File: config.mk
export PLATFORM = sky130hd
export DESIGN_NAME = tcc_ram
export DESIGN_NICKNAME = d
export VERILOG_FILES = /design/src/rtl/text_console_cell_buffer_assert.svh /design/src/rtl/tcc_ram.sv
export SDC_FILE = /design/constraint.sdc
export NUM_CORES = 2
export LEC_CHECK = 0
export BUFFER_PORTS_ARGS = -buffer_cell sky130_fd_sc_hd__buf_2
export CAP_MARGIN = 15
export CORE_UTILIZATION = 30
export DETAILED_ROUTE_END_ITERATION = 8
export SLEW_MARGIN = 20
export SYNTH_ARGS = -nofsm -noshare
export SYNTH_HDL_FRONTEND = slang
export SYNTH_SLANG_ARGS = --single-unit
File: constraint.sdc
create_clock -name clk -period 2.7 [get_ports clk]
set_input_delay 0.81 -clock clk [delete_from_list [all_inputs] [get_ports clk]]
set_output_delay 0.81 -clock clk [all_outputs]
set_load 0.05 [all_outputs]
File: src/rtl/text_console_cell_buffer_assert.svh
// Assertion macros used by the text console cell buffer sequencer.
`ifndef TEXT_CONSOLE_CELL_BUFFER_ASSERT_SVH
`define TEXT_CONSOLE_CELL_BUFFER_ASSERT_SVH

// The consequent must hold in the same cycle as the antecedent.
`define TCC_ASSERT_SAME(label, ante, cons, msg) \
	label: assert property (@(posedge clk) disable iff (!arst_n) (ante) |-> (cons)) \
		else $error(msg);

// The consequent must hold in the cycle after the antecedent.
`define TCC_ASSERT_NEXT(label, ante, cons, msg) \
	label: assert property (@(posedge clk) disable iff (!arst_n) (ante) |=> (cons)) \
		else $error(msg);

`endif

File: src/rtl/tcc_ram.sv
// Simple dual-port RAM with one write port and one registered read port.
module tcc_ram #(
	parameter int DATA_W = 8,
	parameter int ADDR_W = 9
) (
	input  logic              clk,
	input  logic              we,
	input  logic [ADDR_W-1:0] waddr,
	input  logic [DATA_W-1:0] wdata,
	input  logic [ADDR_W-1:0] raddr,
	output logic [DATA_W-1:0] rdata
);

	localparam int DEPTH = 1 << ADDR_W;

	logic [DATA_W-1:0] mem [DEPTH];

	always_ff @(posedge clk) begin
		if (we) begin
			mem[waddr] <= wdata;
		end
	end

	always_ff @(posedge clk) begin
		rdata <= mem[raddr];
	end

endmodule

# Yosys cells after proc, flatten, opt, wreduce, memory -nomap -nowiden
# Memories as Yosys holds them, arrays and structs flattened. A register that Yosys moved wholly into a read port is not among the register bits.
# Cells that the tools add are included.
# classes
muxes	2
# op_table
operator	n
2-to-1 mux 1 bit	2
# totals
reg_bits	0
ramBits	4096
inputBits	28
output_inout_bits	8
memories	1
# memory_table
name	words	word_bits	rd	rd_clocked_by_memory_dff	wr	line_no	rtl
mem	512	8	1	1	1	tcc_ram.sv:16	logic [DATA_W-1:0] mem [DEPTH];

# Longest topological paths before layout
# depth
depth_word	2
depth_mapped	12

# Worst setup path after synthesis
# Ideal clock, no wire load.
# synth_path
path_kind	input -> register
start	input raddr[0]
end	register rdata[0] (read register of mem)
setup_ps	118
arrival_ps	2664
required_time_ps	2582
path_slack_ps	-82
stages	10
path_buffers	4
path_cell_list	buf_4 -> buf_12 -> buf_12 -> buf_2 -> mux4_2 -> o21ai_0 -> nand3_1 -> nand4_1 -> o21ai_0 -> o2111a_1
# synth_lines
item	line_no	rtl
start: declaration	tcc_ram.sv:10	input logic [ADDR_W-1:0] raddr,
end: declaration	tcc_ram.sv:11	output logic [DATA_W-1:0] rdata

==> reports/summary.txt <==
Post-synthesis sequential area ratio - 0.770
Starting Density - 0.302
Setup WS pre-CTS - -1730 ps
Critical-path top delay cell - mux4_2
Die Span Y - 732 µm
Flops & latches, synth - 4104
Post-DP Area - 181000 µm²
Status - finished, violations left
Ranking of synthesized cells by area - edfxtp_1 77%, mux4_2 9.2%, mux2i_1 5.0%
Synth unique cells - 51
Period utilisation layout - 1.02
Routed wire length - 449000 µm
Most frequent CP cell - buf_4
Sink Count - 4104
Main synth FF type - edfxtp_1
Number of vias per cell - 5.17
Async set-or-reset flop fraction in the synthesized netlist - 0
Initial antenna violation count - 23
Die area - 536000 µm²
Largest net degree at the start of global routing - 94
Avg Inst Size Synth - 19.9 µm²
Core Area - 530000 µm²
Leak Pwr - 64.2 nW
Reg power frac - 0.525
Arr. time, crit path - 3630 ps
Max-cap violation count - 0
Number of synthesized flops with an enable pin - 4096
Root Buffer - clkbuf_16
Pint - 104 mW
Top cell type's share of synthesized area - 0.769
Clock power share - 0.416
Hold WC Path Type - in2reg
Number of I/O port buffers - 35
Synth Net Count - 8058
CTS tree - done
# fillers - 48100
P_sw - 29.4 mW
Routed vias - 87300
1st-iter DRT viols - 10500
Die Wd - 732 µm
WS Path Type - in2reg
Fin. Hold Viols - 0
Fmax - 362 MHz
First-pass GRT wire length - 637000 µm
Htree depth - 5
Tmin final - 2760 ps
Cell taking the most area after synthesis - edfxtp_1
Final Skew - 77.0 ps
Cell Chain, Critical Path - buf_8, buf_6, buf_12, buf_4, mux4_2, mux4_2, nor4_1, buf_4, nor4_4, buf_4, o2111a_1
Total grt overflow - 0
Number of global-route vias before repair - 87600
RSZ-0062 raised after global routing - true
Peak supply drop - 0.494 mV
Slew margin rel. - 0.296
HPWL after DPL - 297000 µm
Worst EP required - 3580 ps
CTS Buf Count - 402
Maximum buffer depth of the clock tree - 4
Failing checks - setup timing
RD Place Congestion - 0.955
Ports - 36
GRT Overall Usage - 0.161
Highest-count cells in the layout ignoring fill and taps - 4096 x edfxtp_1, 1345 x buf_4, 793 x mux2i_1
Clock Latency Late Sink - 980 ps
# DRC - 0
Post-DR wirelength/cell - 26.6 µm
Power Dens Cells - 686 nW/µm²
Flip-flop and latch area - 123000 µm²
Row count - 267
Final Core Density - 0.368
Buf+Inv Stages, Crit Path - 6
R2R cell count - 7
Cell area after layout - 195000 µm²
CP endpoint kind - flip-flop
Cells after synthesis - 8030
Crit start category - input port
Least-Margin Pin Slew - 1050 ps
Critical Path Stages - 11
CP max FO - 14
Pins over their slew limit - 0
Worst Slack Setup Final - -59.4 ps
Reg clk slew, reported paths - 60 ps
Sw Share - 0.220
Max incr delay on CP - 550 ps
Top Family by Delay on Critical Path - buffers and inverters
Syn. warnings - 0
Area delta synth->final - 22.0%
Share of layout cells above drive strength 1 - 0.302
Post-route ant nets - 0
Hold path depth - 1
Mapped Area - 160000 µm²
Setup violations, final - 6
Final nets - 9578
Comb pwr share - 0.059
Drt first pass iters - 6
Multi-input gate area - 34500 µm²
Most common cell after layout, fill and taps aside - edfxtp_1
==> final timing paths <==
kind | slack (ps) | to | startpoint
worst min register to register | 1230 | rdata[1] | mem[468][1]
worst min-delay path | 230 | mem[88][3] | wdata[3]
worst max register to register | 130 | rdata[4] | mem[420][4]
worst max-delay path | -60 | rdata[4] | raddr[1]
==> cell type report <==
class	count	area share
sequential	4104	0.631
clock buffer	484	0.0536
inverter	3	0.0000962
multi-input combinational	3410	0.177
antenna	7	0.0000898
tap	6994	0.0449
clock inverter	256	0.0134
timing repair buffer	1629	0.0796
==> cells in the mapped netlist (all sizes together), types with 2 or more instances <==
| cell | number |
|---|---|
| nand2b | 4 |
| o22ai | 163 |
| inv | 3 |
| a22oi | 61 |
| mux4 | 654 |
| buf | 248 |
| nand3 | 36 |
| nor3b | 8 |
| o2111a | 8 |
| a211oi | 17 |
| nor2b | 6 |
| o31ai | 13 |
| clkbuf | 265 |
| or3 | 6 |
| o41ai | 7 |
| a211o | 2 |
| nor4 | 36 |
| and2 | 20 |
| edfxtp | 4096 |
| nor3 | 109 |
| a22o | 5 |
| o211ai | 2 |
| o221ai | 372 |
| dfxtp | 8 |
| and3b | 4 |
| mux2i | 797 |
| o311ai | 6 |
| o22a | 3 |
| nand2 | 111 |
| a21oi | 194 |
| nand4 | 32 |
| or2 | 5 |
| o21ai | 119 |
| a2111oi | 3 |
| nor2 | 597 |
| a31oi | 2 |
| and3 | 4 |
==> timing repair <==
| item | in CTS | in global routing |
|---|---|---|
| setup buffers | 2 | 16 |
| endpoints found under the setup margin | 14 | 8 |
| hold buffers | 0 | 0 |
| gates cloned | 1 | 10 |
| gates resized for setup | 67 | 90 |
| pin swaps | 1 | 27 |
==> metal layers <==
metal	GRT usage	up-vias	wire (µm)
li1	-	36500	-
met1	0.216	45900	181000
met2	0.264	4078	214000
met3	0.0262	794	36600
met4	0.0567	10	17400
met5	0	-	65
==> registers in the layout, indices dropped and copies added, names as in the netlist <==
signal / cells
mem: 4096
rdata: 8
==> cell families after synthesis <==
kind of cell | share of synthesized area
buffers and inverters | 0.0185
AND/OR/NAND/NOR | 0.0263
multiplexers | 0.142
flip-flops | 0.770
AO/OA/AOI/OAI | 0.0431
==> worst reg2reg max path, delay by kind of cell (launching register included) <==
family	cells	cell delay [ps]
muxes	2	1090
AOI/OAI and AO/OA	1	130
and+or+nand+nor	2	480
buffers and inverters	2	420
DFF	1	370
==> metrics by stage <==
step                      TNS (ps)  hold WS [ps]  total power, mW  instances
after floorplan              -4.36           909             75.0       8030
after detailed placement    -14690          1200             79.3      16100
after global routing         -32.9           181              137      16900
after global placement      -12390          1160             79.2      16100
final                         -199           229              134      16900
after CTS                     -125           152              134      16900
==> power by group through the flow <==
| stage | clock, mW | sequential (mW) | combinational (mW) |
|---|---|---|---|
| 2_1_floorplan | 0 | 71.6 | 3.34 |
| 3_3_place_gp | 0 | 71.6 | 7.61 |
| 4_1_cts | 56.4 | 70.2 | 7.81 |
| 6_report | 55.7 | 70.2 | 7.95 |
| 3_5_place_dp | 0 | 71.6 | 7.72 |
| 5_1_grt | 58.8 | 70.2 | 8.26 |
(Power assumes the default switching activity.)
