`src/rtl/text_console_cell_buffer_assert.svh`:
```
// Assertion macros used by the text console cell buffer sequencer.
`ifndef TEXT_CONSOLE_CELL_BUFFER_ASSERT_SVH
`define TEXT_CONSOLE_CELL_BUFFER_ASSERT_SVH

// The consequent must hold in the same cycle as the antecedent.
`define TCC_ASSERT_SAME(label, ante, cons, msg) \
	label: assert property (@(posedge clk) disable iff (!arst_n) (ante) |-> (cons)) \
		else $error(msg);

// The consequent must hold in the cycle after the antecedent.
`define TCC_ASSERT_NEXT(label, ante, cons, msg) \
	label: assert property (@(posedge clk) disable iff (!arst_n) (ante) |=> (cons)) \
		else $error(msg);

`endif

```
`src/rtl/tcc_pkg.sv`:
```
// Shared constants, types and codes of the text console cell buffer.
package tcc_pkg;

	localparam int MAX_ROWS    = 16;
	localparam int MAX_COLUMNS = 32;
	localparam int CELL_COUNT  = MAX_ROWS * MAX_COLUMNS;
	localparam int ROW_W       = $clog2(MAX_ROWS);
	localparam int COL_W       = $clog2(MAX_COLUMNS);
	localparam int ADDR_W      = $clog2(CELL_COUNT);
	localparam int CNT_W       = ADDR_W + 1;
	localparam int CHAR_W      = 8;
	localparam int ROWS_CFG_W  = 5;
	localparam int COLS_CFG_W  = 6;
	localparam int PIX_W       = 8;
	localparam int SEL_W       = 8;
	localparam int REG_IDX_W   = 3;

	localparam logic [CHAR_W-1:0] NEWLINE_CODE = 8'd10;

	typedef logic [ADDR_W-1:0]     addr_t;
	typedef logic [CNT_W-1:0]      cnt_t;
	typedef logic [ROWS_CFG_W-1:0] rows_cfg_t;
	typedef logic [COLS_CFG_W-1:0] cols_cfg_t;

	typedef enum logic [1:0] {
		ACT_PUT_CHAR   = 2'd0,
		ACT_SET_CURSOR = 2'd1,
		ACT_CLEAR      = 2'd2,
		ACT_READ_CELL  = 2'd3
	} action_t;

	typedef enum logic [REG_IDX_W-1:0] {
		REG_ROWS     = 3'd0,
		REG_COLUMNS  = 3'd1,
		REG_ORIGIN_X = 3'd2,
		REG_ORIGIN_Y = 3'd3,
		REG_STEP_X   = 3'd4,
		REG_STEP_Y   = 3'd5
	} reg_index_t;

	typedef enum logic [2:0] {
		ST_INIT,
		ST_IDLE,
		ST_EXEC,
		ST_READ,
		ST_CLEAR,
		ST_SCROLL,
		ST_FLUSH
	} state_t;

	typedef struct packed {
		rows_cfg_t        rows;
		cols_cfg_t        cols;
		logic [PIX_W-1:0] origin_x;
		logic [PIX_W-1:0] origin_y;
		logic [PIX_W-1:0] step_x;
		logic [PIX_W-1:0] step_y;
	} geom_t;

	typedef struct packed {
		action_t           action;
		logic [CHAR_W-1:0] char_code;
		logic [SEL_W-1:0]  column_sel;
		logic [SEL_W-1:0]  row_sel;
	} item_t;

endpackage

```
`src/rtl/tcc_cfg.sv`:
```
// Configuration registers and limited grid geometry of the console.
module tcc_cfg (
	input  logic                            clk,
	input  logic                            arst_n,
	input  logic                            cfg_valid,
	output logic                            cfg_ready,
	input  logic [tcc_pkg::REG_IDX_W-1:0]   cfg_index,
	input  logic [tcc_pkg::PIX_W-1:0]       cfg_data,
	output tcc_pkg::geom_t                  geom
);

	tcc_pkg::rows_cfg_t              rows_q;
	tcc_pkg::cols_cfg_t              cols_q;
	logic [tcc_pkg::PIX_W-1:0]       origin_x_q;
	logic [tcc_pkg::PIX_W-1:0]       origin_y_q;
	logic [tcc_pkg::PIX_W-1:0]       step_x_q;
	logic [tcc_pkg::PIX_W-1:0]       step_y_q;

	assign cfg_ready = 1'b1;

	always_ff @(posedge clk or negedge arst_n) begin
		if (!arst_n) begin
			rows_q     <= tcc_pkg::rows_cfg_t'(tcc_pkg::MAX_ROWS);
			cols_q     <= tcc_pkg::cols_cfg_t'(tcc_pkg::MAX_COLUMNS);
			origin_x_q <= 8'd0;
			origin_y_q <= 8'd0;
			step_x_q   <= 8'd6;
			step_y_q   <= 8'd8;
		end else if (cfg_valid && cfg_ready) begin
			case (cfg_index)
				tcc_pkg::REG_ROWS:     rows_q     <= cfg_data[tcc_pkg::ROWS_CFG_W-1:0];
				tcc_pkg::REG_COLUMNS:  cols_q     <= cfg_data[tcc_pkg::COLS_CFG_W-1:0];
				tcc_pkg::REG_ORIGIN_X: origin_x_q <= cfg_data;
				tcc_pkg::REG_ORIGIN_Y: origin_y_q <= cfg_data;
				tcc_pkg::REG_STEP_X:   step_x_q   <= cfg_data;
				tcc_pkg::REG_STEP_Y:   step_y_q   <= cfg_data;
				default: begin
				end
			endcase
		end
	end

	// A count of zero acts as one and a count above the grid acts as the grid size.
	always_comb begin
		if (rows_q == '0) begin
			geom.rows = tcc_pkg::rows_cfg_t'(1);
		end else if (rows_q > tcc_pkg::rows_cfg_t'(tcc_pkg::MAX_ROWS)) begin
			geom.rows = tcc_pkg::rows_cfg_t'(tcc_pkg::MAX_ROWS);
		end else begin
			geom.rows = rows_q;
		end
		if (cols_q == '0) begin
			geom.cols = tcc_pkg::cols_cfg_t'(1);
		end else if (cols_q > tcc_pkg::cols_cfg_t'(tcc_pkg::MAX_COLUMNS)) begin
			geom.cols = tcc_pkg::cols_cfg_t'(tcc_pkg::MAX_COLUMNS);
		end else begin
			geom.cols = cols_q;
		end
		geom.origin_x = origin_x_q;
		geom.origin_y = origin_y_q;
		geom.step_x   = step_x_q;
		geom.step_y   = step_y_q;
	end

endmodule

```
`config.mk`:
```
export PLATFORM = sky130hd
export DESIGN_NAME = tcc_cfg
export DESIGN_NICKNAME = d
export VERILOG_FILES = /design/src/rtl/text_console_cell_buffer_assert.svh /design/src/rtl/tcc_pkg.sv /design/src/rtl/tcc_cfg.sv
export SDC_FILE = /design/constraint.sdc
export NUM_CORES = 1
export LEC_CHECK = 0
export BUFFER_PORTS_ARGS = -buffer_cell sky130_fd_sc_hd__buf_2
export CORE_MARGIN = 2
export CORE_UTILIZATION = 35
export DETAILED_ROUTE_END_ITERATION = 16
export PLACE_DENSITY_LB_ADDON = 0.2
export SYNTH_ARGS = -nofsm -noshare
export SYNTH_HDL_FRONTEND = slang
export SYNTH_SLANG_ARGS = --single-unit
```
`constraint.sdc`:
```
create_clock -name clk -period 3.3 [get_ports clk]
set_input_delay 0.495 -clock clk [delete_from_list [all_inputs] [get_ports clk]]
set_output_delay 0.495 -clock clk [all_outputs]
set_load 0.02 [all_outputs]
```
**Word-level counts from Yosys, hierarchy flattened**

Cells that the tools add are included.
W data, S select, Z words.

- Register bits: 43
- Output and inout port bits: 44
- Word-level logic and storage cells: 26

- Magnitude comparators: 2
- Equal/unequal tests: 5
- Muxes and demuxes: 4
- Reductions and logical operators: 9

Operator list:

| cell | count |
|---|---|
| $mux W6 | 2 |
| $reduce_and A2 Y1 | 6 |
| $mux W5 | 2 |
| $eq A3 B2 Y1 const B | 2 |
| $eq A3 B3 Y1 const B | 2 |
| $gt A6 B6 Y1 const B | 1 |
| $logic_not A6 Y1 | 1 |
| $gt A5 B5 Y1 const B | 1 |
| $logic_not A5 Y1 | 1 |
| $eq A3 B1 Y1 const B | 1 |
| $logic_not A3 Y1 | 1 |

**Longest topological paths before layout**

- Depth in word-level cells: 3
- Mapped depth: 3
- Mapped depth without buffers: 2

**Worst setup path before layout**

Ideal clock, no wire load.

- Path type: register -> output
- Start point: reg cols_q[1]
- End point: out geom[32] (netlist bit)
- Data arrival time: 1,243 ps
- Required time: 2,805 ps
- Setup slack: 1,562 ps
- Stages on the path, launching flop included: 3
- Buffers on the path: 0
- Cells stage by stage: dfrtp_1 -> or4_1 -> a21oi_1

RTL lines:

| element | line | RTL |
|---|---|---|
| start, declared | tcc_cfg.sv:13 | `tcc_pkg::cols_cfg_t cols_q;` |
| start signal, assigned | tcc_cfg.sv:24 | `cols_q <= tcc_pkg::cols_cfg_t'(tcc_pkg::MAX_COLUMNS);` |
| start signal, assigned | tcc_cfg.sv:32 | `tcc_pkg::REG_COLUMNS: cols_q <= cfg_data[tcc_pkg::COLS_CFG_W-1:0];` |
| end, declared | tcc_cfg.sv:9 | `output tcc_pkg::geom_t geom` |

==> flow_summary.json <==
{
  "run_status": "finished clean",
  "pin_count_of_the_biggest_net_entering_global_routing": 44,
  "chipHeight_um": 76.44,
  "critical_path_peak_fanout": 3,
  "synth_simple_gate_area_share_pct": 7.970,
  "synth.area.mux_share_pct": 29.63,
  "fp.dieArea_um2": 5843,
  "layout_nets": 184,
  "postSynthAreaPerCell_um2": 16.40,
  "irDropWorstVdd_mv": 0.2407,
  "core-area_um2": 5075,
  "remaining_drc_errors": 0,
  "antenna_found_initial": 0,
  "clock-skew-final_ps": 0,
  "worst_r2r_startpoint": "cols_q[5]$_DFFE_PN1P_",
  "post_drt_via_cell_ratio": 4.610,
  "relSlewSlack_pct": 36.73,
  "dpl.hpwl_um": 2807,
  "htree_levels": 2,
  "power.leakage_nw": 1.112,
  "num_vias": 1111,
  "final_max_slew_viol_count": 0,
  "via_count_of_the_first_global_routing_pass": 1211,
  "boundaryPins": 58,
  "dieWidth_um": 76.44,
  "required_arrival_time_at_the_worst_endpoint_ps": 2800,
  "route.detailed.wl_per_inst_um": 16.16,
  "whs_ps": 343.3,
  "clock_insertion_delay_worst_skew_ps": 290,
  "drive_above_1_share_pct": 67.84,
  "synth-seq-area-share_pct": 58.92,
  "final_sum_of_negative_setup_slack_ps": 0,
  "cts_setup_buffers": 0,
  "cts-hold-fix-buffers": 0,
  "hold_path.class": "in2async",
  "synth_cells": 112,
  "max_cap_violations": 0,
  "synthXorXnorAreaFrac_pct": 0,
  "numCtsBuffers": 5,
  "critPathKind": "reg2out",
  "rsz0062_at_grt": "no",
  "min_period_over_period_pct": 61.69,
  "tritoncts_num_sinks": 43,
  "critPathCaptureType": "primary output",
  "cts_tree": "built",
  "global_route.usage.total_pct": 14.36,
  "initial_utilization_pct": 36.19,
  "yosys.cell_types.count": 18,
  "crit_arrival_ps": 1540,
  "drt_first_pass_iters": 4,
  "drt_iter0_drcs": 28,
  "timing_worst_slew_pin_value_ps": 949.0,
  "timing.final.crit_period_ps": 2036,
  "wirelength_um": 3895,
  "seqCellArea_um2": 1082,
  "cts_buffer_depth": 2,
  "overflow": 0,
  "final-hold-violation-count": 0,
  "nFillCells": 487,
  "diodes": 0,
  "rows": 26,
  "reg2reg_to": "cols_q[5]$_DFFE_PN1P_",
  "synthesis.area_um2": 1837,
  "postSynthNetCount": 126,
  "reg2reg_depth": 1,
  "main_combinational_cell_family_by_area_after_synthesis": "multiplexers",
  "worst_setup_hold_path_clk_slew_ps": 90,
  "gp_congestion": 0.6962,
  "wire_length_of_the_first_global_routing_pass_um": 6465,
  "synth_compound_area_share_pct": 0.5450,
  "port_buf_inserts": 56,
  "start_kind": "flip-flop",
  "total_number_of_yosys_warnings": 0,
  "multi_input_area_um2": 704.4,
  "reg2reg_setup_slack_ps": 2490,
  "cts-resized-gates": 0,
  "final_antenna_net_count": 0,
  "synth-adder-area-share_pct": 0,
  "synth_seq_cells": 43,
  "clock-root-buffer": "clkbuf_8",
  "max_clk_rate_mhz": 491.2,
  "powerDensity_nw_per_um2": 731.3,
  "layout-area-overhead-vs-synth_pct": 25.54,
  "setup-violations-final": 0
}
[flip-flops by register name, indices dropped and copies added, names as in the netlist]
register and flops:
origin_x_q 8, step_x_q 8, origin_y_q 8, rows_q 5, cols_q 6, step_y_q 8
[synth_stat cells]
library cell	instances	share of area (%)
dfrtp_1	38	52
mux2_2	27	17
mux2_4	16	13
nor2b_1	7	2.4
dfstp_2	5	7.2
a21oi_1	2	0.54
and4bb_1	2	1.4
buf_6	2	1.2
clkbuf_1	2	0.41
inv_1	2	0.41
nand4b_2	2	1.6
buf_2	1	0.27
buf_4	1	0.41
conb_1	1	0.20
nor4b_4	1	1.3
nor4bb_1	1	0.54
or3_1	1	0.34
or4_1	1	0.41
[metrics by stage]
stage / power [mW] / cell area [um^2] / worst slack [ps] / instances / util (%)
after floorplan: 1.037 / 1837 / 1562 / 112 / -
after global placement: 1.203 / 2170 / 1498 / 233 / 42.75
after detailed placement: 1.217 / 2170 / 1480 / 233 / 42.75
after CTS: 1.707 / 2306 / 1249 / 241 / 45.44
after global routing: 1.769 / 2306 / 1199 / 241 / 45.44
final: 1.686 / 2306 / 1264 / 241 / 45.44
[layout by cell type, fill, tap and decap left out, types with 2 or more instances in the layout]
cell type  netlist  layout
clkbuf_8         0       5
mux2_4          16      16
dfstp_2          5       5
buf_2            1      56
dfrtp_1         38      38
nor2b_1          7       7
nand4b_2         2       2
mux2_2          27      27
and4bb_1         2       2
bufinv_16        0       2
a21oi_1          2       2
inv_1            2       2
[where the power goes]
| part | leakage, nW | internal, mW | total, mW | switching, mW |
|---|---|---|---|---|
| clock | 0.0644 | 0.302 | 0.484 | 0.183 |
| sequential | 0.509 | 0.653 | 0.726 | 0.0734 |
| combinational | 0.540 | 0.213 | 0.476 | 0.263 |
[critical path, cell delays in order, from the launching register on]
cell	delay [ps]
dfrtp_1	400
or4_1	520
a21oi_1	150
buf_2	180
[logic make-up (layout without fill, tap and decap cells)]
kind of cell           count (synthesis)  in the layout
AO/OA/AOI/OAI                          2              2
AND/OR/NAND/NOR                       15             15
flip-flops                            43             43
buffers and inverters                  8             67
multiplexers                          43             43
other                                  1              1
[area by class of cell]
| cell class | instances | area share (%) |
|---|---|---|
| clock buffers | 5 | 2.984 |
| clock inverters | 3 | 2.930 |
| inverters | 2 | 0.3256 |
| multi-input cells | 61 | 30.55 |
| flip-flops and latches | 43 | 46.93 |
| well taps | 70 | 3.798 |
| repair buffers | 57 | 12.48 |
[worst max path at each step]
stage / start / depth (start not counted) / to / slack, ps
after CTS: cols_q[1]$_DFFE_PN0P_ / 3 / geom[32] / 1250
after detailed placement: cfg_index[0] / 3 / step_x_q[6]$_DFFE_PN0P_ / 1480
after global routing: cols_q[1]$_DFFE_PN0P_ / 3 / geom[32] / 1200
after global placement: cfg_index[0] / 3 / step_x_q[6]$_DFFE_PN0P_ / 1500
after floorplan: cols_q[1]$_DFFE_PN0P_ / 2 / geom[32] / 1560
final: cols_q[1]$_DFFE_PN0P_ / 3 / geom[32] / 1260
[routing by layer]
metal / up-vias / track usage (%) / share of wire [%]
li1: 507 / - / -
met1: 565 / 18.67 / 46
met2: 34 / 23.01 / 48
met3: 5 / 3.436 / 4.0
met4: 0 / 6.000 / 1.5
met5: - / 0 / 0
Note: power is estimated with default switching activity, not from simulation.
