<file path="src/rtl/text_console_cell_buffer_assert.svh">
// Assertion macros used by the text console cell buffer sequencer.
`ifndef TEXT_CONSOLE_CELL_BUFFER_ASSERT_SVH
`define TEXT_CONSOLE_CELL_BUFFER_ASSERT_SVH

// The consequent must hold in the same cycle as the antecedent.
`define TCC_ASSERT_SAME(label, ante, cons, msg) \
	label: assert property (@(posedge clk) disable iff (!arst_n) (ante) |-> (cons)) \
		else $error(msg);

// The consequent must hold in the cycle after the antecedent.
`define TCC_ASSERT_NEXT(label, ante, cons, msg) \
	label: assert property (@(posedge clk) disable iff (!arst_n) (ante) |=> (cons)) \
		else $error(msg);

`endif

</file>
<file path="src/rtl/tcc_pkg.sv">
// Shared constants, types and codes of the text console cell buffer.
package tcc_pkg;

	localparam int MAX_ROWS    = 16;
	localparam int MAX_COLUMNS = 32;
	localparam int CELL_COUNT  = MAX_ROWS * MAX_COLUMNS;
	localparam int ROW_W       = $clog2(MAX_ROWS);
	localparam int COL_W       = $clog2(MAX_COLUMNS);
	localparam int ADDR_W      = $clog2(CELL_COUNT);
	localparam int CNT_W       = ADDR_W + 1;
	localparam int CHAR_W      = 8;
	localparam int ROWS_CFG_W  = 5;
	localparam int COLS_CFG_W  = 6;
	localparam int PIX_W       = 8;
	localparam int SEL_W       = 8;
	localparam int REG_IDX_W   = 3;

	localparam logic [CHAR_W-1:0] NEWLINE_CODE = 8'd10;

	typedef logic [ADDR_W-1:0]     addr_t;
	typedef logic [CNT_W-1:0]      cnt_t;
	typedef logic [ROWS_CFG_W-1:0] rows_cfg_t;
	typedef logic [COLS_CFG_W-1:0] cols_cfg_t;

	typedef enum logic [1:0] {
		ACT_PUT_CHAR   = 2'd0,
		ACT_SET_CURSOR = 2'd1,
		ACT_CLEAR      = 2'd2,
		ACT_READ_CELL  = 2'd3
	} action_t;

	typedef enum logic [REG_IDX_W-1:0] {
		REG_ROWS     = 3'd0,
		REG_COLUMNS  = 3'd1,
		REG_ORIGIN_X = 3'd2,
		REG_ORIGIN_Y = 3'd3,
		REG_STEP_X   = 3'd4,
		REG_STEP_Y   = 3'd5
	} reg_index_t;

	typedef enum logic [2:0] {
		ST_INIT,
		ST_IDLE,
		ST_EXEC,
		ST_READ,
		ST_CLEAR,
		ST_SCROLL,
		ST_FLUSH
	} state_t;

	typedef struct packed {
		rows_cfg_t        rows;
		cols_cfg_t        cols;
		logic [PIX_W-1:0] origin_x;
		logic [PIX_W-1:0] origin_y;
		logic [PIX_W-1:0] step_x;
		logic [PIX_W-1:0] step_y;
	} geom_t;

	typedef struct packed {
		action_t           action;
		logic [CHAR_W-1:0] char_code;
		logic [SEL_W-1:0]  column_sel;
		logic [SEL_W-1:0]  row_sel;
	} item_t;

endpackage

</file>
<file path="src/rtl/tcc_ctrl.sv">
// Sequencer that reads, modifies and writes back the cell memory and keeps the cursor.
`include "text_console_cell_buffer_assert.svh"

module tcc_ctrl (
	input  logic                          clk,
	input  logic                          arst_n,
	input  logic                          start,
	output logic                          busy,
	input  tcc_pkg::item_t                item,
	input  tcc_pkg::geom_t                geom,
	output logic                          ram_we,
	output tcc_pkg::addr_t                ram_waddr,
	output logic [tcc_pkg::CHAR_W-1:0]    ram_wdata,
	output tcc_pkg::addr_t                ram_raddr,
	input  logic [tcc_pkg::CHAR_W-1:0]    ram_rdata,
	output logic                          done,
	output logic [tcc_pkg::CHAR_W-1:0]    cell_char,
	output logic [tcc_pkg::PIX_W-1:0]     pixel_x,
	output logic [tcc_pkg::PIX_W-1:0]     pixel_y,
	output logic [tcc_pkg::COL_W-1:0]     cursor_column,
	output logic [tcc_pkg::ROW_W-1:0]     cursor_row_out,
	output logic                          scrolled
);

	tcc_pkg::state_t               state_q, state_d;
	tcc_pkg::item_t                item_q;
	logic [tcc_pkg::COL_W-1:0]     cur_col_q;
	logic [tcc_pkg::ROW_W-1:0]     cur_row_q;
	tcc_pkg::cnt_t                 cnt_q;
	tcc_pkg::cnt_t                 total_q;
	tcc_pkg::cnt_t                 copy_len_q;
	logic                          wr_v_s1;
	tcc_pkg::addr_t                wr_addr_s1;
	logic                          wr_copy_s1;
	logic                          inb_q;
	logic [tcc_pkg::PIX_W-1:0]     px_q;
	logic [tcc_pkg::PIX_W-1:0]     py_q;
	logic [tcc_pkg::CHAR_W-1:0]    cell_q;
	logic                          scrolled_q;
	logic                          done_q;

	tcc_pkg::cols_cfg_t            cols_m1;
	tcc_pkg::rows_cfg_t            rows_m1;
	logic [tcc_pkg::COL_W-1:0]     cc;
	logic [tcc_pkg::ROW_W-1:0]     cr;
	logic                          is_nl;
	logic                          line_end;
	logic                          at_last_row;
	logic                          scroll_req;
	tcc_pkg::cnt_t                 put_addr;
	tcc_pkg::cnt_t                 sel_addr;
	tcc_pkg::cnt_t                 total;
	tcc_pkg::cnt_t                 scroll_src;
	logic                          inb;
	logic [2*tcc_pkg::SEL_W-1:0]   prod_x;
	logic [2*tcc_pkg::SEL_W-1:0]   prod_y;
	logic [tcc_pkg::COL_W-1:0]     set_col;
	logic [tcc_pkg::ROW_W-1:0]     set_row;
	logic                          sweep_last;
	logic                          scroll_last;
	logic                          emit;

	assign cols_m1 = geom.cols - tcc_pkg::cols_cfg_t'(1);
	assign rows_m1 = geom.rows - tcc_pkg::rows_cfg_t'(1);

	assign cc = ({1'b0, cur_col_q} >= geom.cols) ? cols_m1[tcc_pkg::COL_W-1:0] : cur_col_q;
	assign cr = ({1'b0, cur_row_q} >= geom.rows) ? rows_m1[tcc_pkg::ROW_W-1:0] : cur_row_q;

	assign is_nl       = (item_q.char_code == tcc_pkg::NEWLINE_CODE);
	assign line_end    = is_nl || ({1'b0, cc} == cols_m1);
	assign at_last_row = ({1'b0, cr} == rows_m1);
	assign scroll_req  = line_end && at_last_row;

	assign put_addr = tcc_pkg::cnt_t'(cr) * tcc_pkg::cnt_t'(geom.cols) + tcc_pkg::cnt_t'(cc);
	assign sel_addr = tcc_pkg::cnt_t'(item_q.row_sel[tcc_pkg::ROW_W-1:0])
		* tcc_pkg::cnt_t'(geom.cols)
		+ tcc_pkg::cnt_t'(item_q.column_sel[tcc_pkg::COL_W-1:0]);
	assign total      = tcc_pkg::cnt_t'(geom.rows) * tcc_pkg::cnt_t'(geom.cols);
	assign scroll_src = cnt_q + tcc_pkg::cnt_t'(geom.cols);

	assign inb = (item_q.column_sel < {2'b00, geom.cols})
		&& (item_q.row_sel < {3'b000, geom.rows});
	assign prod_x = item_q.column_sel * geom.step_x;
	assign prod_y = item_q.row_sel * geom.step_y;

	assign set_col = (item_q.column_sel < {2'b00, geom.cols})
		? item_q.column_sel[tcc_pkg::COL_W-1:0] : cols_m1[tcc_pkg::COL_W-1:0];
	assign set_row = (item_q.row_sel < {3'b000, geom.rows})
		? item_q.row_sel[tcc_pkg::ROW_W-1:0] : rows_m1[tcc_pkg::ROW_W-1:0];

	assign sweep_last  = (cnt_q == tcc_pkg::cnt_t'(tcc_pkg::CELL_COUNT - 1));
	assign scroll_last = (cnt_q == total_q - tcc_pkg::cnt_t'(1));

	always_comb begin
		state_d = state_q;
		case (state_q)
			tcc_pkg::ST_INIT: begin
				if (sweep_last) begin
					state_d = tcc_pkg::ST_IDLE;
				end
			end
			tcc_pkg::ST_IDLE: begin
				if (start) begin
					state_d = tcc_pkg::ST_EXEC;
				end
			end
			tcc_pkg::ST_EXEC: begin
				case (item_q.action)
					tcc_pkg::ACT_PUT_CHAR:
						state_d = scroll_req ? tcc_pkg::ST_SCROLL : tcc_pkg::ST_IDLE;
					tcc_pkg::ACT_CLEAR:     state_d = tcc_pkg::ST_CLEAR;
					tcc_pkg::ACT_READ_CELL: state_d = tcc_pkg::ST_READ;
					default:                state_d = tcc_pkg::ST_IDLE;
				endcase
			end
			tcc_pkg::ST_READ:  state_d = tcc_pkg::ST_IDLE;
			tcc_pkg::ST_CLEAR: begin
				if (sweep_last) begin
					state_d = tcc_pkg::ST_IDLE;
				end
			end
			tcc_pkg::ST_SCROLL: begin
				if (scroll_last) begin
					state_d = tcc_pkg::ST_FLUSH;
				end
			end
			tcc_pkg::ST_FLUSH: state_d = tcc_pkg::ST_IDLE;
			default:           state_d = tcc_pkg::ST_IDLE;
		endcase
	end

	always_comb begin
		busy      = (state_q != tcc_pkg::ST_IDLE);
		ram_we    = 1'b0;
		ram_waddr = cnt_q[tcc_pkg::ADDR_W-1:0];
		ram_wdata = '0;
		ram_raddr = sel_addr[tcc_pkg::ADDR_W-1:0];
		emit      = 1'b0;
		case (state_q)
			tcc_pkg::ST_INIT: begin
				ram_we = 1'b1;
			end
			tcc_pkg::ST_EXEC: begin
				if (item_q.action == tcc_pkg::ACT_PUT_CHAR && !is_nl) begin
					ram_we    = 1'b1;
					ram_waddr = put_addr[tcc_pkg::ADDR_W-1:0];
					ram_wdata = item_q.char_code;
				end
				emit = (item_q.action == tcc_pkg::ACT_PUT_CHAR && !scroll_req)
					|| (item_q.action == tcc_pkg::ACT_SET_CURSOR);
			end
			tcc_pkg::ST_READ: begin
				emit = 1'b1;
			end
			tcc_pkg::ST_CLEAR: begin
				ram_we = 1'b1;
				emit   = sweep_last;
			end
			tcc_pkg::ST_SCROLL: begin
				ram_raddr = scroll_src[tcc_pkg::ADDR_W-1:0];
			end
			tcc_pkg::ST_FLUSH: begin
				emit = 1'b1;
			end
			default: begin
			end
		endcase
		// Write half of the scroll copy: the row below lands one row up, the bottom row is blanked.
		if (wr_v_s1) begin
			ram_we    = 1'b1;
			ram_waddr = wr_addr_s1;
			ram_wdata = wr_copy_s1 ? ram_rdata : '0;
		end
	end

	always_ff @(posedge clk or negedge arst_n) begin
		if (!arst_n) begin
			state_q   <= tcc_pkg::ST_INIT;
			cur_col_q <= '0;
			cur_row_q <= '0;
			cnt_q     <= '0;
			wr_v_s1   <= 1'b0;
			done_q    <= 1'b0;
		end else begin
			state_q <= state_d;
			done_q  <= emit;
			wr_v_s1 <= (state_q == tcc_pkg::ST_SCROLL);
			case (state_q)
				tcc_pkg::ST_INIT, tcc_pkg::ST_CLEAR, tcc_pkg::ST_SCROLL: begin
					cnt_q <= cnt_q + tcc_pkg::cnt_t'(1);
				end
				tcc_pkg::ST_EXEC: begin
					cnt_q <= '0;
					case (item_q.action)
						tcc_pkg::ACT_PUT_CHAR: begin
							if (line_end) begin
								cur_col_q <= '0;
								cur_row_q <= at_last_row ? cr : cr + 1'b1;
							end else begin
								cur_col_q <= cc + 1'b1;
								cur_row_q <= cr;
							end
						end
						tcc_pkg::ACT_SET_CURSOR: begin
							cur_col_q <= set_col;
							cur_row_q <= set_row;
						end
						tcc_pkg::ACT_CLEAR: begin
							cur_col_q <= '0;
							cur_row_q <= '0;
						end
						default: begin
						end
					endcase
				end
				default: begin
				end
			endcase
		end
	end

	always_ff @(posedge clk) begin
		if (state_q == tcc_pkg::ST_IDLE && start) begin
			item_q <= item;
		end
		if (state_q == tcc_pkg::ST_EXEC) begin
			total_q    <= total;
			copy_len_q <= total - tcc_pkg::cnt_t'(geom.cols);
			inb_q      <= inb;
			cell_q     <= '0;
			scrolled_q <= (item_q.action == tcc_pkg::ACT_PUT_CHAR) && scroll_req;
			if (item_q.action == tcc_pkg::ACT_READ_CELL) begin
				px_q <= geom.origin_x + prod_x[tcc_pkg::PIX_W-1:0];
				py_q <= geom.origin_y + prod_y[tcc_pkg::PIX_W-1:0];
			end else begin
				px_q <= '0;
				py_q <= '0;
			end
		end
		if (state_q == tcc_pkg::ST_READ) begin
			cell_q <= inb_q ? ram_rdata : '0;
		end
		wr_addr_s1 <= cnt_q[tcc_pkg::ADDR_W-1:0];
		wr_copy_s1 <= (cnt_q < copy_len_q);
	end

	assign done           = done_q;
	assign cell_char      = cell_q;
	assign pixel_x        = px_q;
	assign pixel_y        = py_q;
	assign cursor_column  = cur_col_q;
	assign cursor_row_out = cur_row_q;
	assign scrolled       = scrolled_q;

	`TCC_ASSERT_NEXT(a_accept_exec, start && !busy, state_q == tcc_pkg::ST_EXEC,
		"accepted item did not enter execution")
	`TCC_ASSERT_SAME(a_done_idle, done_q, state_q == tcc_pkg::ST_IDLE,
		"result strobe while the sequencer is still busy")
	`TCC_ASSERT_NEXT(a_done_single, done_q, !done_q,
		"two result strobes in consecutive cycles")
	`TCC_ASSERT_SAME(a_scroll_no_overlap, state_q == tcc_pkg::ST_SCROLL && wr_v_s1,
		ram_raddr != wr_addr_s1, "scroll read hits the entry being written back")

endmodule

</file>
<file path="config.mk">
export PLATFORM = sky130hd
export DESIGN_NAME = tcc_ctrl
export DESIGN_NICKNAME = d
export VERILOG_FILES = /design/src/rtl/tcc_pkg.sv /design/src/rtl/tcc_ctrl.sv
export VERILOG_INCLUDE_DIRS = /design/src /design/src/rtl
export SDC_FILE = /design/constraint.sdc
export NUM_CORES = 1
export LEC_CHECK = 0
export BUFFER_PORTS_ARGS = -buffer_cell sky130_fd_sc_hd__buf_4
export CAP_MARGIN = 20
export CORE_MARGIN = 2
export CORE_UTILIZATION = 65
export CTS_CLUSTER_SIZE = 40
export DETAILED_ROUTE_END_ITERATION = 7
export MAX_ROUTING_LAYER = met4
export PLACE_DENSITY = 0.88
export RECOVER_POWER = 50
export SYNTH_ARGS = -nofsm -noshare
export SYNTH_HDL_FRONTEND = slang
export SYNTH_SLANG_ARGS = --single-unit
export TNS_END_PERCENT = 1
</file>
<file path="constraint.sdc">
create_clock -name clk -period 19.41 [get_ports clk]
set_input_delay 3.882 -clock clk [delete_from_list [all_inputs] [get_ports clk]]
set_output_delay 3.882 -clock clk [all_outputs]
set_load 0.05 [all_outputs]
</file>
Word-level counts from Yosys, hierarchy flattened. Cells that the tools add are included.

Register bits after elaboration: 106. Input port bits: 80. Output and inout port bits: 63. Word-level logic and storage cells: 110.

$add $sub $neg: 12. $mul: 5. Magnitude comparators: 5. Equal/unequal tests: 18. Muxes and demuxes: 31. Reduce and logical (&&, ||, !) cells: 20.

Operator list (count): $mux 8 (7); $mux 9 (4); $pmux 10 s2 (1); $add 9x5->9 (2); $mul 4x6->9 (2); $add 8x8->8 (2); $mul 8x8->8 (2); $mux 4 (4); $mux 5 (3); $pmux 5 s3 (1); $mux 3 (4); $pmux 3 s4 (1); $pmux 4 s3 (1); $add 10x1->10 const B (1); $eq 10x10->1 (1); $eq 10x9->1 const B (1); $lt 10x10->1 (1); $mul 5x6->10 (1); $sub 10x1->10 const B (1); $sub 10x6->10 (1); $add 9x6->9 (1); $eq 3x3->1 const B (3); $pmux 3 s3 (1); $eq 8x4->1 const B (1); 31 further kinds (44).

Logic depth before layout (Yosys ltp). Gate-level depths: netlist of run 1.

Depth after elaboration: 9. Mapped depth: 21. Mapped depth without buffers: 20.

Worst setup path after synthesis of run 1. No wires, ideal clock.

Path kind: input port to output port. Start point: input port geom[40] in the netlist's numbering. End point: output port ram_waddr[7]. Arrival: 9.141 ns. Required time: 15.528 ns. Setup slack: 6.387 ns. Stages: 20. Buffers on the path: 1. Cells stage by stage: buf_2 > inv_1 > ha_1 > o21ai_0 > a21oi_2 > a21oi_1 > a31oi_1 > nand2_1 > fa_1 > fa_1 > fa_1 > inv_1 > ha_1 > a21o_1 > a21oi_1 > o21bai_1 > a21oi_1 > xnor2_1 > mux2i_1 > o21ai_0.

Cells in the longest elaborated chain, start to end: 7. Elaborated cells on any way between the ends: 8. Those cells by class: add/sub: 2; mul: 1; order compare: 1; mux: 4.

Ends and longest elaborated chain: start, declared (line tcc_ctrl.sv:10) `input tcc_pkg::geom_t geom,`; $sub 5x1->5 / $ge 4x5->1 (equally long branches) (line tcc_ctrl.sv:64, tcc_ctrl.sv:67); $mux 4 (*) (line tcc_ctrl.sv:67) `assign cr = ({1'b0, cur_row_q} >= geom.rows) ? rows_m1[tcc_pkg::ROW_W-1:0] : cur_row_q;`; $mul 4x6->9 (*) (line tcc_ctrl.sv:74) `assign put_addr = tcc_pkg::cnt_t'(cr) * tcc_pkg::cnt_t'(geom.cols) + tcc_pkg::cnt_t'(cc);`; $add 9x5->9 (*) (line tcc_ctrl.sv:74); $mux 9 (*) (line tcc_ctrl.sv:144) `if (item_q.action == tcc_pkg::ACT_PUT_CHAR && !is_nl) begin`; $mux 9 (*) (line tcc_ctrl.sv:139) `case (state_q)`; $mux 9 (*) (line tcc_ctrl.sv:169) `if (wr_v_s1) begin`; end, declared (line tcc_ctrl.sv:12) `output tcc_pkg::addr_t ram_waddr,`.

Mark *: on every way between the ends. The rest lies on a longest branch, timed or not.

Final worst setup path of run 1.
Start point: input port geom[38] in the netlist's numbering. End point: output port ram_waddr[7].

Same word-level chain as after synthesis.

==> run metrics, run 1 <==
cell-internal power between 900 and 1000 uW; Netlist cell types 75; CTS tree built; final net count between 1500 and 2000; Post-Place Setup Slack ~6.5 ns; critical path capture point type output port; Row Count 47; Seq pwr share 0.212; WS Path Type primary input to output port; Hold Path Class flip-flop to flip-flop; GP Congestion between 0.9 and 1; CTS max path bufs 2; Tightest Pin Transition approximately 1.9 ns; Root Buffer clkbuf_16; worst endpoint required time about 16 ns; chip width about 130 um; Synth Register Bits 106; worst setup path start geom[38]; number of port buffers approximately 140; post-route cell area approximately 0.013 mm2; Synth top cells by count inv_1, nand2_1, ha_1; hold path start cnt_q[1]; reg-to-reg startpoint state_q[1]; post-CTS setup buffer count 0; Final WS setup 6.03 ns; Setup Skew 0.0107 ns; max-cap viol count 3; leading area contributor after synthesis edfxtp_1; RSZ-0062 raised after global routing no; core area about 0.017 mm2; Initial Util 0.668; # hold bufs at CTS 0; crit path time final roughly 13 ns; ys flop type edfxtp_1; routed length per instance between 15 and 20 um; clock group share of total power 0.104; Detail Placement HPWL between 20000 and 25000 um; Fillers about 1200; Pleak about 0.0062 uW; largest cells by area after synthesis edfxtp_1, ha_1, fa_1; initial antenna violation count 0; Antenna Nets Post-Route 0; cts bufs inserted 9; setup TNS 0 ns; Syn Area/Cell around 9.2 um2; Post-Route WL between 20000 and 30000 um; Period Utilization, post-route 0.689; maximum vdd drop around 0.18 mV; Pwr Total ~1800 uW; critical path arrival roughly 9.5 ns; Switch Pwr between 900 and 1000 uW; outcome finished with violations; YS warnings 0; clock slew at reported path FFs 0.08 ns; fin. max-slew vios 101; mapped cell area 0.0111 mm2; CP startpoint kind primary input; vias in the first global route between 9000 and 10000; drt drc 0; share of cells above drive strength 1 0.130; fmax between 70 and 80 MHz; aggregate global-route resource usage 0.326; PostCTS Resize Cnt 0; vias just over 9000; drt pass-1 iters 5; DP Area 0.0123 mm2; relative slew slack -0.281; PwrDens between 100 and 150 mW/mm2; total clock sinks around 110; initial detailed-routing violation count approximately 820; ant diodes 0; Layout Area Growth over Synthesis 13.5%; Die Span Y ~130 um; Post-synth EDFFs 72; Sw Ratio 0.499; CP Max Fanout 9; via/cell ratio a little under 6; failing checks max-capacitance violations, max-slew violations; asr flop ratio synth 0.226; combinational power share 0.684; top-count cell post-synth inv_1; count of final setup violators 0; Mapped Nets approximately 1500; sequential fraction of the synthesis area 0.267; num ports ~140; largest net degree at the start of global routing a little under 50; first-pass GRT wire length roughly 45000 um; Synth top area share 0.195; Layout Utilization 0.758; Congestion Overflow GR 0; Clk Latency, worst-skew pair roughly 0.36 ns; total die area between 0.015 and 0.02 mm2; H-tree depth 3; post-synthesis cell count approximately 1200; Hold Violations, Final 0
==> metal layers <==
layer  global-route usage  up-vias  wire length (um)
met4                0.113        0               725
li1                     -     4218                 -
met2                0.538      484             13400
met3               0.0589       77              2390
met1                0.405     4379             11200
met5                    -        -                 0
==> worst max-delay path: stages <==
cell and delay (ns):
clkbuf_1 0.38, ha_1 0.32, nand2b_1 0.16, a2111o_1 0.50
a31oi_1 0.72, nand2_1 0.15, fa_1 0.49, fa_1 0.53
fa_1 0.55, inv_1 0.05, ha_1 0.33, a21o_1 0.20
a21oi_1 0.24, o21bai_1 0.12, a21oi_1 0.18, xnor2_1 0.15
mux2i_1 0.13, o21ai_0 0.18, buf_4 0.22
==> power groups by stage <==
stage / combinational [uW] / sequential, uW / clock [uW]
detailed placement: 1230 / 389 / 0
CTS: 1250 / 385 / 193
global route: 1390 / 396 / 201
finish: 1260 / 390 / 192
global placement: 1190 / 388 / 0
floorplan: 899 / 423 / 0
==> path summary, 6_finish.rpt <==
check	end	slack, ns	depth (start not counted)
hold reg to reg	wr_addr_s1[1]	0.58	0
setup reg to reg	cursor_column[4]	14.30	7
min in group asynchronous	cnt_q[8]	3.91	1
max in group asynchronous	cursor_column[3]	14.57	1
setup / recovery	ram_waddr[7]	6.03	19
hold / removal	wr_addr_s1[1]	0.58	0
==> placed cells by master (no fill, tap or decap), types with 32 or more instances in the layout <==
master | Yosys | routed
xnor2_1 | 76 | 76
inv_1 | 177 | 178
fa_1 | 71 | 71
edfxtp_1 | 72 | 72
xor2_1 | 34 | 34
and2_1 | 68 | 64
nor2_1 | 65 | 64
a21oi_1 | 38 | 38
clkbuf_4 | 0 | 32
buf_4 | 2 | 108
nand2_1 | 139 | 139
ha_1 | 138 | 138
o21ai_0 | 33 | 33
==> metrics by stage <==
step / std cells / hold WS [ns]
after floorplan: 1203 / 0.372
after global placement: 1530 / 0.569
after detailed placement: 1530 / 0.549
after CTS: 1546 / 0.580
after global routing: 1546 / 0.597
final: 1546 / 0.583
==> sequential cells by signal, summed over array words and instances, names as in the netlist <==
signal,flops
item_q,26
cnt_q,10
pixel_x,8
inb_q,1
done,1
total_q,10
wr_v_s1,1
cursor_column,5
state_q,3
wr_copy_s1,1
pixel_y,8
wr_addr_s1,9
scrolled,1
cursor_row_out,4
cell_char,8
copy_len_q,10
==> final cells by class <==
class	count	area, um2	area share
clock buffer	11	264	0.0209
tap	220	275	0.0218
multi-input combinational	880	7320	0.581
timing repair buffer	143	1060	0.0842
sequential	106	2960	0.235
clock inverter	5	46.3	0.00367
inverter	181	679	0.0539
==> logic make-up after synthesis <==
logic type	share of synthesized area
adder cells (fa/ha/maj)	0.283
multiplexers	0.0232
flip-flops	0.267
buffers and inverters	0.0744
AND/OR/NAND/NOR	0.163
XOR/XNOR	0.0902
AO/OA/AOI/OAI	0.0993
Note: power is estimated with default switching activity, not from simulation.
==> inputs of run 2 (changes only) <==
--- a/config.mk
+++ b/config.mk
@@ -9,11 +9,11 @@
 export BUFFER_PORTS_ARGS = -buffer_cell sky130_fd_sc_hd__buf_4
 export CAP_MARGIN = 20
 export CORE_MARGIN = 2
-export CORE_UTILIZATION = 65
+export CORE_UTILIZATION = 54
 export CTS_CLUSTER_SIZE = 40
 export DETAILED_ROUTE_END_ITERATION = 7
 export MAX_ROUTING_LAYER = met4
-export PLACE_DENSITY = 0.88
+export PLACE_DENSITY = 0.78
 export RECOVER_POWER = 50
 export SYNTH_ARGS = -nofsm -noshare
 export SYNTH_HDL_FRONTEND = slang
==> constraint.sdc (replaced) <==
create_clock -name clk -period 11.8 [get_ports clk]
set_input_delay 2.36 -clock clk [delete_from_list [all_inputs] [get_ports clk]]
set_output_delay 2.36 -clock clk [all_outputs]
set_load 0.05 [all_outputs]
==> run 2 against run 1 <==
First-iteration DRC count is 31% lower. Sequential share of layout area shrank 0.095 points. Critical path depth unchanged. Count of clock-buffer cells in the layout down 1. Sequential power grew 64%. Power rose by 62%. Critical path type unchanged. Sequential cell count unchanged. The flow still finishes with violations (max-capacitance violations, max-slew violations). Utilization fell by 13 points. Combinational power is 61% higher. Clock skew up 0.0032 ns. Hold slack better by 0.012 ns. Worst setup slack lost 4.1 ns.
==> run metrics, run 2 (synthesis results as in run 1) <==
worst endpoint required time 9.44 ns (-6.09 ns); CP startpoint kind primary input; clock slew at reported path FFs 0.08 ns (about the same); aggregate global-route resource usage 0.265 (-0.0606); # hold bufs at CTS 0 (unchanged); setup TNS 0 ns (unchanged); Levels on crit path 19 (unchanged); max-cap viol count 3 (unchanged); drt drc 0 (unchanged); cts bufs inserted 9 (unchanged); Largest register FFs 26 (unchanged); core area 0.0202 mm2 (+22%); drt pass-1 iters 5 (unchanged); final net count 1611 (+0.062%); r2r setup slk 6.09 ns (-8.21 ns); most used cell, CP fa_1; vias in the first global route 8789 (-5.1%); combinational power share 0.681 (-0.003); Setup Skew 0.0138 ns (+0.00319 ns); routed length per instance 16.8 um (-6.4%); first-pass GRT wire length 44300 um (-1.7%); WS Path Type primary input to output port; initial detailed-routing violation count 570 (-31%); CTS max path bufs 2 (unchanged); largest net degree at the start of global routing 49 (unchanged); PostCTS Resize Cnt 0 (unchanged); worst hold stages 0 (unchanged); Clk Latency, worst-skew pair 0.37 ns (about the same); commonest cells after routing, fill and taps aside inv_1, nand2_1, ha_1, buf_4, xnor2_1; CP Max Fanout 9 (unchanged); Detail Placement HPWL 20700 um (-1.1%); FF-to-FF path depth 8 (+1); Post-Route WL 26800 um (-3.3%); Critical Path Max Stage Delay 0.66 ns (-0.06 ns); fin. max-slew vios 101 (unchanged); maximum vdd drop 0.139 mV (-21%); Switch Pwr 1490 uW (+62%); count of final setup violators 0 (unchanged); Pleak 0.00614 uW (-0.27%); DP Area 0.0124 mm2 (+0.57%); Die Span Y 147 um (+9.4%); fmax just over 100 MHz; chip width 147 um (+9.4%); RSZ-0062 raised after global routing no; Tightest Pin Transition 2.81 ns (+0.892 ns); outcome finished with violations; failing checks max-capacitance violations, max-slew violations; Hold Path Class flip-flop to flip-flop; hold path endpoint wr_addr_s1[1]; GP Congestion 0.914 (-2.4%); share of cells above drive strength 1 0.130 (-0.000852); initial antenna violation count 0 (unchanged); Layout Area Growth over Synthesis 14.0%; reg-to-reg startpoint state_q[1]; Buf+Inv Stages, Crit Path 4 (+1); clock group share of total power 0.105 (about the same); Hold Violations, Final 0 (unchanged); hold path start cnt_q[1]; total die area 0.0217 mm2 (+20%); vias 8770 (-4.2%); post-CTS setup buffer count 0 (unchanged); Congestion Overflow GR 0 (unchanged); Reg2Reg Capture Point cursor_column[2]; ant diodes 0 (unchanged); post-route cell area 0.0127 mm2 (+0.41%); relative slew slack -0.874 (-0.593); cell family with most CP delay adder cells; CTS tree built; Seq pwr share 0.214 (+0.002); via/cell ratio 5.49 (-7.3%); crit path time final around 10 ns; critical path arrival 7.55 ns (-1.95 ns); number of port buffers 142 (unchanged); Sw Ratio 0.498 (-0.000737); Row Count 52 (+11%); Initial Util 0.549 (-0.119); Antenna Nets Post-Route 0 (unchanged); register area 0.00296 mm2 (unchanged); Fin Hold WS 0.595 ns (+0.0116 ns); PwrDens 236 mW/mm2 (+62%); cell-internal power 1500 uW (+63%); Multi-input gate area 0.00732 mm2 (about the same); Reg with most FFs item_q; critical path capture point type output port; H-tree depth 3 (unchanged); total clock sinks 106 (unchanged); CP Cell Sequence buf_4, inv_1, ha_1, a2111o_1, a31oi_1, nand2_1, fa_1, fa_1, fa_1, inv_1, ha_1, a21o_1, a21oi_1, o21bai_1, a21oi_1, xnor2_1, mux2i_1, o21ai_0, buf_4; slowest stage cell, crit path a31oi_1; num ports 143 (unchanged); Fillers 1669 (+43%); most common cell after layout, fill and taps aside inv_1; Root Buffer clkbuf_16; Period Utilization, post-route 0.840
==> run 2: area by class of cell <==
class                   count  area share
flip-flops and latches    106       0.234
clock buffers              10      0.0189
clock inverters             6     0.00494
well taps                 270      0.0267
inverters                 181      0.0537
multi-input cells         880       0.578
repair buffers            144      0.0839
==> run 2: power by group through the flow <==
| stage | Clock (uW) | Sequential (uW) | Combinational (uW) |
|---|---|---|---|
| floorplan | 0 | 695 | 1480 |
| global placement | 0 | 639 | 1970 |
| detailed placement | 0 | 641 | 2030 |
| CTS | 320 | 633 | 2040 |
| global route | 334 | 653 | 2260 |
| finish | 314 | 640 | 2030 |
==> run 2: how the worst max path moves through the flow <==
stage                     startpoint            to  slack [ns]
after floorplan             geom[40]  ram_waddr[7]        1.82
after global placement      geom[38]  ram_waddr[8]        2.00
after detailed placement    geom[39]  ram_waddr[7]        1.93
after CTS                   geom[39]  ram_waddr[7]        1.93
after global routing        geom[38]  ram_waddr[8]        1.57
final                       geom[39]  ram_waddr[7]        1.89
==> run 2: through the flow <==
stage	setup WS (ns)	power, uW	instances	util
2_1_floorplan	1.82	2170	1203	-
3_3_place_gp	2.00	2610	1581	0.612
3_5_place_dp	1.93	2670	1581	0.612
4_1_cts	1.93	3000	1597	0.627
5_1_grt	1.57	3250	1597	0.626
6_report	1.89	2990	1597	0.626
==> run 2: metal layers <==
metal,track usage,vias to the layer above,share of wire
li1,-,4214,-
met5,-,-,0
met4,0.0750,0,0.019
met2,0.424,310,0.47
met3,0.0460,39,0.074
met1,0.351,4207,0.43
==> inputs of run 3 (changes only) <==
==> constraint.sdc (replaced) <==
create_clock -name clk -period 8.6 [get_ports clk]
set_input_delay 1.72 -clock clk [delete_from_list [all_inputs] [get_ports clk]]
set_output_delay 1.72 -clock clk [all_outputs]
set_load 0.05 [all_outputs]
==> run 3 against run 2 <==
The flow still finishes with violations (max-capacitance violations, max-slew violations). Non-clock buffer count grew 8. Global-route usage up 0.43 points. Sequential power up 37%. Sequential share of layout area hardly changed. Routed wire length is 3.4% higher. Design area grew 0.14%. Count of clock-buffer cells in the layout unchanged. Critical endpoint is now ram_waddr[8]. Largest power group unchanged. Power increased by 39%. Clock skew down 0.0047 ns. Utilization rose by 0.087 points. Combinational power up 38%. Clock power grew 48%.
==> run metrics, run 3 (synthesis results as in run 1) <==
Critical Path Max Stage Delay 0.54 ns (-0.12 ns); GP Congestion 0.963 (+5.4%); routed length per instance 17.3 um (+2.9%); initial detailed-routing violation count 663 (+16%); CP Max Fanout 9 (unchanged); Row Count 52 (unchanged); drt pass-1 iters 5 (unchanged); Setup Skew 0.00917 ns (-0.00467 ns); GR Util met1 0.356 (+0.00540); maximum vdd drop 0.212 mV (+52%); met3 usage 0.0503 (+0.00432); failing checks max-capacitance violations, max-slew violations; fmax roughly 120 MHz; PwrDens 328 mW/mm2 (+39%); cts bufs inserted 9 (unchanged); Pleak 0.00611 uW (-0.35%); largest net degree at the start of global routing 49 (unchanged); total clock sinks 106 (unchanged); CP Cell Sequence buf_4, ha_1, nand2b_1, a2111o_1, nand2_4, mux2_2, nand2_1, fa_1, fa_1, fa_1, inv_1, ha_1, a21oi_2, o21ai_0, nor4_1, nor3_1, or3b_1, nand3_1, buf_4; CP startpoint kind primary input; critical path arrival 6.66 ns (-0.89 ns); Layout Area Growth over Synthesis 14.1%; Post-Place Setup Slack 0.142 ns (-1.78 ns); initial antenna violation count 0 (unchanged); first-pass GRT wire length 44900 um (+1.3%); Clk Latency, worst-skew pair 0.37 ns (about the same); Die Span Y 147 um (unchanged); crit path time final about 8.4 ns; most used cell, CP fa_1; critical path capture point type output port; Initial Util 0.549 (unchanged); num ports 143 (unchanged); setup TNS 0 ns (unchanged); fin. max-slew vios 52 (-49%); Reg with most FFs item_q; clock slew at reported path FFs 0.08 ns (about the same); r2r setup slk 4.30 ns (-1.79 ns); GR peak layer met2; core area 0.0202 mm2 (unchanged); WS Path Type primary input to output port; ant diodes 0 (unchanged); RSZ-0062 raised after global routing no; vias in the first global route 8921 (+1.5%); share of cells above drive strength 1 0.121 (-0.00827); Antenna Nets Post-Route 0 (unchanged); max-cap viol count 2 (-1); outcome finished with violations; relative slew slack -0.136 (+0.738); H-tree depth 3 (unchanged); Tightest Pin Transition 1.70 ns (-1.11 ns); chip width 147 um (unchanged); Fillers 1692 (+1.4%); most common cell after layout, fill and taps aside inv_1; aggregate global-route resource usage 0.269 (+0.00435); total die area 0.0217 mm2 (unchanged); CTS max path bufs 2 (unchanged); Hold Path Class flip-flop to flip-flop; final net count 1619 (+0.50%); Largest register FFs 26 (unchanged); drt drc 0 (unchanged); number of port buffers 142 (unchanged); Period Utilization, post-route 0.974; Post-Route WL 27700 um (+3.4%); worst endpoint required time 6.88 ns (-2.56 ns); Congestion Overflow GR 0 (unchanged); Detail Placement HPWL 21400 um (+3.2%); placed cell count 1589 (+0.51%); final instance count without filler cells 1605 (+0.50%); CTS tree built; met2 Usage GRT 0.422 (-0.00187); via/cell ratio 5.53 (+0.70%); count of final setup violators 0 (unchanged); post-CTS setup buffer count 0 (unchanged); commonest cells after routing, fill and taps aside inv_1, nand2_1, ha_1, buf_4, xnor2_1; Pwr Total 4150 uW (+39%); Hold Violations, Final 0 (unchanged); Final WS setup 0.219 ns (-1.67 ns); Root Buffer clkbuf_16; slowest stage cell, crit path fa_1; vias 8876 (+1.2%)
-- run 3: cell types whose count changed in the layout (fill, tap and decap cells not counted), moves of 2 or more --
cell	delta
bufinv_16	+2
clkbuf_1	+22
inv_6	-3
clkbuf_4	-3
buf_4	-10
-- run 3: what timing repair did --
action                                  in CTS  in global routing
endpoints found under the setup margin       0                  2
gates resized for setup                      0                  3
hold buffers                                 0                  0
-- run 3: per-layer routing --
layer	share of wire	vias up	routed length [um]
li1	-	4236	-
met1	0.44	4257	12100
met2	0.46	324	12800
met3	0.078	59	2160
met4	0.026	0	726
met5	0	-	0
-- run 3: layout make-up --
class	count	area, um2	share of cell area
Clock buffer	10	229	0.0181
Multi-Input combinational cell	880	7330	0.578
Timing Repair Buffer	152	1040	0.0823
Tap cell	270	338	0.0266
Sequential cell	106	2960	0.234
Clock inverter	6	96.3	0.00760
Inverter	181	679	0.0536
-- run 3: final timing paths --
check	from	end	cells past startpoint
setup / recovery	geom[38]	ram_waddr[8]	19
hold / removal	cnt_q[1]	wr_addr_s1[1]	0
setup reg to reg	item_q[1]	pixel_y[7]	12
hold reg to reg	cnt_q[1]	wr_addr_s1[1]	0
max in group asynchronous	arst_n	cnt_q[9]	1
min in group asynchronous	arst_n	wr_v_s1	1
-- run 3: through the flow --
step	hold slack, ns	util	cell area (um2)
floorplan	0.372	-	11100
finish	0.601	0.627	12700
global route	0.620	0.627	12700
CTS	0.599	0.631	12800
detailed placement	0.585	0.615	12400
global placement	0.591	0.615	12400
-- run 3: critical path: cells and delay by family --
kind                       cells  cell delay (ns)
adders and majority gates      5             2.11
and+or+nand+nor                7             1.19
AOI/OAI and AO/OA              3             0.81
buffers and inverters          3             0.42
muxes                          1             0.39
-- run 3: where the power goes --
group / internal, uW / switching (uW) / leakage, uW
Sequential: 716 / 161 / 0.00106
Clock: 259 / 206 / 0.000155
Combinational: 1120 / 1690 / 0.00490
